File: src/hcbd_pkg.sv
// Shared types, constants and a helper function for the chunked body decoder.
`default_nettype none

package hcbd_pkg;

    typedef enum logic [2:0] {
        PH_HEADER   = 3'd0,
        PH_SIZE     = 3'd1,
        PH_SIZE_LF  = 3'd2,
        PH_DATA     = 3'd3,
        PH_TRAIL_CR = 3'd4,
        PH_TRAIL_LF = 3'd5
    } phase_t;

    localparam logic [7:0] CH_CR      = 8'd13;
    localparam logic [7:0] CH_LF      = 8'd10;
    localparam logic [7:0] CH_ZERO    = 8'd48;
    localparam logic [7:0] CH_NINE    = 8'd57;
    localparam logic [7:0] CH_LOWER_A = 8'd97;
    localparam logic [7:0] CH_LOWER_F = 8'd102;
    localparam logic [7:0] CH_UPPER_A = 8'd65;
    localparam logic [7:0] CH_UPPER_F = 8'd70;
    localparam logic [7:0] LOWER_BIAS = 8'd87;
    localparam logic [7:0] UPPER_BIAS = 8'd55;

    typedef struct packed {
        logic       is_hex;
        logic [3:0] value;
    } hex_digit_t;

    typedef struct packed {
        logic       valid;
        logic [7:0] data_byte;
        logic       end_of_body;
    } result_t;

    function automatic hex_digit_t hex_decode(input logic [7:0] c);
        hex_digit_t r;
        logic [7:0] diff;
        r.is_hex = 1'b0;
        r.value  = 4'd0;
        diff     = 8'd0;
        if (c >= CH_ZERO && c <= CH_NINE) begin
            diff   = c - CH_ZERO;
            r.is_hex = 1'b1;
        end else if (c >= CH_LOWER_A && c <= CH_LOWER_F) begin
            diff   = c - LOWER_BIAS;
            r.is_hex = 1'b1;
        end else if (c >= CH_UPPER_A && c <= CH_UPPER_F) begin
            diff   = c - UPPER_BIAS;
            r.is_hex = 1'b1;
        end
        r.value = diff[3:0];
        return r;
    endfunction

endpackage

`default_nettype wire

File: src/http_chunked_body_decoder_top.sv
// Top level of the chunked transfer body decoder.
`default_nettype none

// The decoder takes one response byte per transaction and accepts a new byte in every
// cycle while the output side keeps up, so the sustained rate is one byte per clock.
// A byte is decoded while it is held in the input register, and its result is written to
// the output register at the edge at which the core takes the byte, so a payload byte
// passes through the input register and then the output register before it can be taken.
// The header is discarded up to the first CR LF CR LF, each hex size line is read, the
// payload bytes are passed with end_of_body low, and a zero size yields one transaction
// with data_byte zero and end_of_body high before header search starts again.

module http_chunked_body_decoder_top
    import hcbd_pkg::*;
#(
    parameter int SIZE_BITS = 32
)
(
    input  wire logic       clk,
    input  wire logic       rst_n,
    input  wire logic       in_valid,
    output logic            in_stall,
    input  wire logic [7:0] in_byte,
    output logic            out_valid,
    input  wire logic       out_stall,
    output logic [7:0]      data_byte,
    output logic            end_of_body
);

    logic       byte_valid;
    logic [7:0] byte_data;
    logic       can_take;
    logic       fire;
    result_t    res;

    assign fire = byte_valid && can_take;

    hcbd_in_stage u_in_stage (
        .clk        (clk),
        .rst_n      (rst_n),
        .in_valid   (in_valid),
        .in_stall   (in_stall),
        .in_byte    (in_byte),
        .take       (can_take),
        .byte_valid (byte_valid),
        .byte_data  (byte_data)
    );

    hcbd_core #(
        .SIZE_BITS (SIZE_BITS)
    ) u_core (
        .clk       (clk),
        .rst_n     (rst_n),
        .fire      (fire),
        .byte_data (byte_data),
        .res       (res)
    );

    hcbd_out_stage u_out_stage (
        .clk         (clk),
        .rst_n       (rst_n),
        .res         (res),
        .can_take    (can_take),
        .out_valid   (out_valid),
        .out_stall   (out_stall),
        .data_byte   (data_byte),
        .end_of_body (end_of_body)
    );

endmodule

`default_nettype wire

File: src/hcbd_in_stage.sv
// Input register that holds one received byte until the decoder core takes it.
`default_nettype none

module hcbd_in_stage
    import hcbd_pkg::*;
(
    input  wire logic       clk,
    input  wire logic       rst_n,
    input  wire logic       in_valid,
    output logic            in_stall,
    input  wire logic [7:0] in_byte,
    input  wire logic       take,
    output logic            byte_valid,
    output logic [7:0]      byte_data
);

    logic       valid_reg;
    logic       valid_next;
    logic [7:0] data_reg;
    logic       load;

    assign in_stall   = valid_reg && !take;
    assign load       = in_valid && !in_stall;
    assign valid_next = load ? 1'b1 : (take ? 1'b0 : valid_reg);

    always_ff @(posedge clk or negedge rst_n)
    begin
        if (!rst_n)
        begin
            valid_reg <= 1'b0;
        end
        else
        begin
            valid_reg <= valid_next;
        end
    end

    always_ff @(posedge clk)
    begin
        if (load)
        begin
            data_reg <= in_byte;
        end
    end

    assign byte_valid = valid_reg;
    assign byte_data  = data_reg;

endmodule

`default_nettype wire

File: src/hcbd_core.sv
// Decoder state machine that turns one byte into zero or one result per step.
`default_nettype none

module hcbd_core
    import hcbd_pkg::*;
#(
    parameter int SIZE_BITS = 32
)
(
    input  wire logic       clk,
    input  wire logic       rst_n,
    input  wire logic       fire,
    input  wire logic [7:0] byte_data,
    output result_t         res
);

    localparam logic [SIZE_BITS-1:0] SIZE_ZERO = '0;
    localparam logic [SIZE_BITS-1:0] SIZE_ONE  = {{(SIZE_BITS-1){1'b0}}, 1'b1};

    phase_t               phase_reg;
    phase_t               phase_next;
    logic [1:0]           match_reg;
    logic [1:0]           match_next;
    logic [SIZE_BITS-1:0] size_reg;
    logic [SIZE_BITS-1:0] size_next;
    logic [SIZE_BITS-1:0] remain_reg;
    logic [SIZE_BITS-1:0] remain_next;
    hex_digit_t           digit;
    logic [7:0]           want;

    assign digit = hex_decode(byte_data);
    assign want  = match_reg[0] ? CH_LF : CH_CR;

    always_comb
    begin
        phase_next  = phase_reg;
        match_next  = match_reg;
        size_next   = size_reg;
        remain_next = remain_reg;
        if (fire)
        begin
            unique case (phase_reg)
                PH_SIZE:
                begin
                    if (byte_data == CH_CR)
                    begin
                        phase_next = PH_SIZE_LF;
                    end
                    else if (digit.is_hex)
                    begin
                        size_next = {size_reg[SIZE_BITS-5:0], digit.value};
                    end
                end
                PH_SIZE_LF:
                begin
                    if (size_reg == SIZE_ZERO)
                    begin
                        phase_next  = PH_HEADER;
                        match_next  = 2'd0;
                        remain_next = SIZE_ZERO;
                    end
                    else
                    begin
                        remain_next = size_reg;
                        size_next   = SIZE_ZERO;
                        phase_next  = PH_DATA;
                    end
                end
                PH_DATA:
                begin
                    remain_next = remain_reg - SIZE_ONE;
                    if (remain_reg == SIZE_ONE)
                    begin
                        phase_next = PH_TRAIL_CR;
                    end
                end
                PH_TRAIL_CR:
                begin
                    phase_next = PH_TRAIL_LF;
                end
                PH_TRAIL_LF:
                begin
                    phase_next = PH_SIZE;
                    size_next  = SIZE_ZERO;
                end
                default:
                begin
                    phase_next = PH_HEADER;
                    if (byte_data == want)
                    begin
                        if (match_reg == 2'd3)
                        begin
                            match_next  = 2'd0;
                            size_next   = SIZE_ZERO;
                            remain_next = SIZE_ZERO;
                            phase_next  = PH_SIZE;
                        end
                        else
                        begin
                            match_next = match_reg + 2'd1;
                        end
                    end
                    else
                    begin
                        match_next = (byte_data == CH_CR) ? 2'd1 : 2'd0;
                    end
                end
            endcase
        end
    end

    always_comb
    begin
        res.valid       = 1'b0;
        res.data_byte   = 8'd0;
        res.end_of_body = 1'b0;
        unique case (phase_reg)
            PH_SIZE_LF:
            begin
                if (size_reg == SIZE_ZERO)
                begin
                    res.valid       = fire;
                    res.end_of_body = 1'b1;
                end
            end
            PH_DATA:
            begin
                res.valid     = fire;
                res.data_byte = byte_data;
            end
            default:
            begin
                res.valid = 1'b0;
            end
        endcase
    end

    always_ff @(posedge clk or negedge rst_n)
    begin
        if (!rst_n)
        begin
            phase_reg  <= PH_HEADER;
            match_reg  <= 2'd0;
            size_reg   <= '0;
            remain_reg <= '0;
        end
        else
        begin
            phase_reg  <= phase_next;
            match_reg  <= match_next;
            size_reg   <= size_next;
            remain_reg <= remain_next;
        end
    end

    a_data_has_bytes: assert property (@(posedge clk) disable iff (!rst_n)
        (phase_reg == PH_DATA) |-> (remain_reg != SIZE_ZERO))
        else $error("Data phase entered with no bytes remaining.");

    a_end_returns_header: assert property (@(posedge clk) disable iff (!rst_n)
        (res.valid && res.end_of_body) |=> (phase_reg == PH_HEADER && match_reg == 2'd0))
        else $error("End marker did not return the decoder to header search.");

    a_result_source: assert property (@(posedge clk) disable iff (!rst_n)
        res.valid |-> (fire && (phase_reg == PH_DATA || phase_reg == PH_SIZE_LF)))
        else $error("Result produced outside the data or size line phases.");

endmodule

`default_nettype wire

File: src/hcbd_out_stage.sv
// Output register that holds one result until the downstream side takes it.
`default_nettype none

module hcbd_out_stage
    import hcbd_pkg::*;
(
    input  wire logic     clk,
    input  wire logic     rst_n,
    input  wire result_t  res,
    output logic          can_take,
    output logic          out_valid,
    input  wire logic     out_stall,
    output logic [7:0]    data_byte,
    output logic          end_of_body
);

    logic       valid_reg;
    logic       valid_next;
    logic [7:0] data_reg;
    logic       eob_reg;

    assign can_take   = !valid_reg || !out_stall;
    assign valid_next = can_take ? res.valid : valid_reg;

    always_ff @(posedge clk or negedge rst_n)
    begin
        if (!rst_n)
        begin
            valid_reg <= 1'b0;
        end
        else
        begin
            valid_reg <= valid_next;
        end
    end

    always_ff @(posedge clk)
    begin
        if (can_take && res.valid)
        begin
            data_reg <= res.data_byte;
            eob_reg  <= res.end_of_body;
        end
    end

    assign out_valid   = valid_reg;
    assign data_byte   = data_reg;
    assign end_of_body = eob_reg;

endmodule

`default_nettype wire
File: config.mk
export PLATFORM = sky130hd
export DESIGN_NAME = http_chunked_body_decoder_top
export DESIGN_NICKNAME = d
export VERILOG_FILES = /design/src/hcbd_pkg.sv /design/src/http_chunked_body_decoder_top.sv /design/src/hcbd_in_stage.sv /design/src/hcbd_core.sv /design/src/hcbd_out_stage.sv
export SDC_FILE = /design/constraint.sdc
export NUM_CORES = 1
export LEC_CHECK = 0
export BUFFER_PORTS_ARGS = -buffer_cell sky130_fd_sc_hd__buf_2
export CAP_MARGIN = 25
export CORE_ASPECT_RATIO = 1.2
export CORE_UTILIZATION = 45
export CTS_CLUSTER_DIAMETER = 100
export DETAILED_ROUTE_END_ITERATION = 7
export GPL_TIMING_DRIVEN = 0
export HOLD_SLACK_MARGIN = 0.06
export PLACE_DENSITY = 0.63
export SETUP_SLACK_MARGIN = 0.05
export SLEW_MARGIN = 10
export SYNTH_ARGS = -nofsm -noshare
export SYNTH_HDL_FRONTEND = slang
export SYNTH_SLANG_ARGS = --single-unit
File: constraint.sdc
create_clock -name clk -period 2.96 [get_ports clk]
set_clock_uncertainty 0.2 [all_clocks]
set_input_delay 0.444 -clock clk [delete_from_list [all_inputs] [get_ports clk]]
set_output_delay 0.444 -clock clk [all_outputs]
set_load 0.005 [all_outputs]
==> qor.yml <==
run_status:
  run_status: "complete, no violations"
die:
  die_h_um: 114.0
  io_pins: 23
  die_w_um: 95.30
  start_util: 0.4650
  dieArea_mm2: 0.01086
  std_cell_rows: 40
  core_area_mm2: 0.01011
worst_setup_path:
  crit_fanout: 7
  worstSetupStartpointType: "flop"
  worstPathCellList: "nor4_1, nand4b_1, or4_4, a21bo_1, mux2_4"
  cp_slowest_stage_delay_ns: 0.63
  critical_path.endpoint_type: "flop"
  cp.required_ns: 2.99
  worst-setup-path-type: "reg -> reg"
  cp_slowest_cell: "or4_4"
  critPathArrivalTime_ns: 2.86
sta:
  relSlewSlack: 0.5725
  report.final.slew_viol_count: 0
  layout_setup_ws_ns: 0.1344
  worst_pin_slew_ns: 0.6412
  rsz0062_at_grt: "yes"
  post-route-period-util: 0.9546
  layout_min_cycle_time_ns: 2.826
  final-setup-viol-count: 0
  hold_ws_ns: 0.06941
  clock.fmax_mhz: 353.9
  tns_ns: 0
  hold_violations: 0
power_and_ir_drop:
  pwr-share-seq: 0.503
  ir_drop_mv: 0.3134
  switching_share: 0.2249
  pwr-share-clk: 0.471
  p_comb_frac: 0.026
  internal_power_mw: 1.925
  leakagePower_nw: 2.536
  power_density_mw_per_mm2: 462.0
  p_sw_mw: 0.5584
synth:
  synth_flop_cell: "dfrtp_1"
  syn_area_mm2: 0.004701
  synth_edf_count: 17
  ys_ff_latch: 88
  async_flop_share: 0.8068
  ys_warn_count: 0
  syn_avg_cell_area_um2: 10.24
  synth.yosys.seq_area_share: 0.4866
  synth_cell_types: 63
  syn_nets: 479
  synthCells: 459
global_routing:
  grt_overflow: 0
  grt_pass1_vias: 3805
  grtUsageTotal: 0.2364
  grt_max_degree: 56
  antenna_found_initial: 0
  grt_pass1_wl_um: 19220
routing:
  wl_um: 11970
  first_pass_iters: 5
  drtAntennaViolNets: 0
  drt_iter0_markers: 281
  drc: 0
  viasPerCell: 6.188
  wl_per_cell_um: 19.06
  vias: 3886
place:
  place_ws_ns: -0.1325
  port_buffers: 22
  dp.cells: 608
  dp_hpwl_um: 8569
  placed_area_mm2: 0.004999
  gp_congestion: 0.8447
cells_and_area:
  fill_cells: 909
  design_area_mm2: 0.005374
  fin_nets: 517
  multi_input_area_mm2: 0.002232
  instances_no_fill: 628
  final_layout_size_suffix_gt1_frac: 0.1633
  area_growth_pct: 14.32
  antennaDiodeCount: 0
  regArea_mm2: 0.002287
clock_tree:
  htree_levels: 3
  cts_buffers: 9
  cts.path.max_buffers: 2
  root_buffer: "clkbuf_16"
  cts_tree: "yes"
  clkLatencyLatePin_ns: 0.34
  clock_sinks: 88
  clk_pin_slew_ns: 0.07
run:
  max-cap-violations: 0
worst_hold_path:
  hold_path_class: "in -> reg"
==> layout make-up <==
type                       instances  share of cell area
sequential                        88              0.4256
multi-input combinational        317              0.4154
clock buffer                       9             0.04191
timing repair buffer              27             0.03166
tap                              126             0.02934
inverter                          31             0.02165
buffer                            23             0.02002
clock inverter                     7             0.01444
==> placed cells by master, fill, tap and decap left out, types with 3 or more instances in the layout <==
cell type	count
nand4_1	6
nand2_1	34
xnor2_1	11
or3_1	5
nand3_1	4
mux2_2	15
mux2_1	4
and2_1	3
dfrtp_1	71
or4_1	5
xor2_1	4
clkbuf_2	3
a21boi_0	5
clkbuf_16	9
o22ai_1	8
nor2_1	32
inv_1	31
a21oi_1	8
mux2i_1	16
o21ai_0	24
o31ai_1	4
nor3_1	18
nor4_1	20
a22o_1	7
and3_1	7
a221o_1	11
clkbuf_1	15
edfxtp_1	17
o211ai_1	3
a211o_1	3
ha_1	8
buf_2	24
a22oi_1	10
buf_4	5
==> metal layers <==
metal	global-route usage	up-vias	share of wire
met5	0	-	0
met4	0.1444	0	0.041
met3	0.03400	38	0.049
met2	0.3876	163	0.50
met1	0.2904	1897	0.41
li1	-	1788	-
==> critical path, delay by kind of cell (launching register included) <==
| kind | cells | cell delay [ns] |
|---|---|---|
| mux | 1 | 0.29 |
| flops | 1 | 0.47 |
| simple gates | 3 | 1.53 |
| compound gates | 1 | 0.22 |
==> repair_timing <==
item,in CTS,in global routing
hold buffers,1,0
endpoints found under the setup margin,40,46
pin swaps,1,0
endpoints found under the hold margin,16,0
buffers inserted,2,0
gates resized for setup,3,9
==> power by group through the flow <==
stage,clock [mW],sequential (mW),combinational [mW]
after floorplan,0,1.27,0.0236
after global placement,0,1.27,0.0570
after detailed placement,0,1.27,0.0623
after CTS,1.18,1.25,0.0640
after global routing,1.23,1.25,0.0731
final,1.17,1.25,0.0642
==> through the flow <==
| stage | util | total power, mW |
|---|---|---|
| after CTS | 0.5278 | 2.493 |
| after floorplan | - | 1.292 |
| after global placement | 0.4915 | 1.327 |
| final | 0.5316 | 2.483 |
| after detailed placement | 0.4944 | 1.333 |
| after global routing | 0.5316 | 2.552 |
==> worst paths after layout <==
path | startpoint | end | slack, ns | depth (start not counted)
setup / recovery | u_core.remain_reg[6] | u_core.phase_reg[0] | 0.13 | 5
hold / removal | in_byte[4] | u_in_stage.byte_data[4] | 0.07 | 1
setup reg to reg | u_core.remain_reg[6] | u_core.phase_reg[0] | 0.13 | 5
hold reg to reg | u_core.match_reg[1] | u_core.match_reg[1] | 0.32 | 1
max in group asynchronous | rst_n | u_core.remain_reg[27] | 1.70 | 3
min in group asynchronous | rst_n | u_core.match_reg[1] | 0.31 | 2
==> cell usage after synthesis, types with 3 or more instances <==
cell	instances	area, um^2
a21oi_1	9	45.04
and2_1	3	18.77
mux2_2	15	168.9
nor3_1	18	90.09
o21ai_0	24	120.1
inv_1	31	116.4
edfxtp_1	17	510.5
and3_1	7	43.79
nand2_1	34	127.6
a211o_1	3	26.28
nand3_1	4	20.02
o31ai_1	4	30.03
o22ai_1	8	50.05
nor4_1	21	131.4
a221o_1	11	110.1
or3_1	5	31.28
o211ai_1	3	22.52
dfrtp_1	71	1777
a21boi_0	5	37.54
or4_1	5	37.54
mux2_1	4	45.04
a22o_1	7	61.31
a22oi_1	10	75.07
ha_1	8	100.1
nand4_1	6	37.54
xnor2_1	11	96.34
clkbuf_1	18	67.56
nor2_1	33	123.9
mux2i_1	16	160.2
xor2_1	4	35.03
buf_2	3	15.01
==> kinds of logic after synthesis <==
logic type / count (synthesis) / share of synthesized area
DFF: 88 / 0.4866
AOI/OAI and AO/OA: 99 / 0.1512
xor gates and xnor gates: 15 / 0.02795
adders and majority gates: 8 / 0.02129
buffers and inverters: 54 / 0.04631
and+or+nand+nor: 159 / 0.1839
muxes: 36 / 0.08278
(Power assumes the default switching activity.)
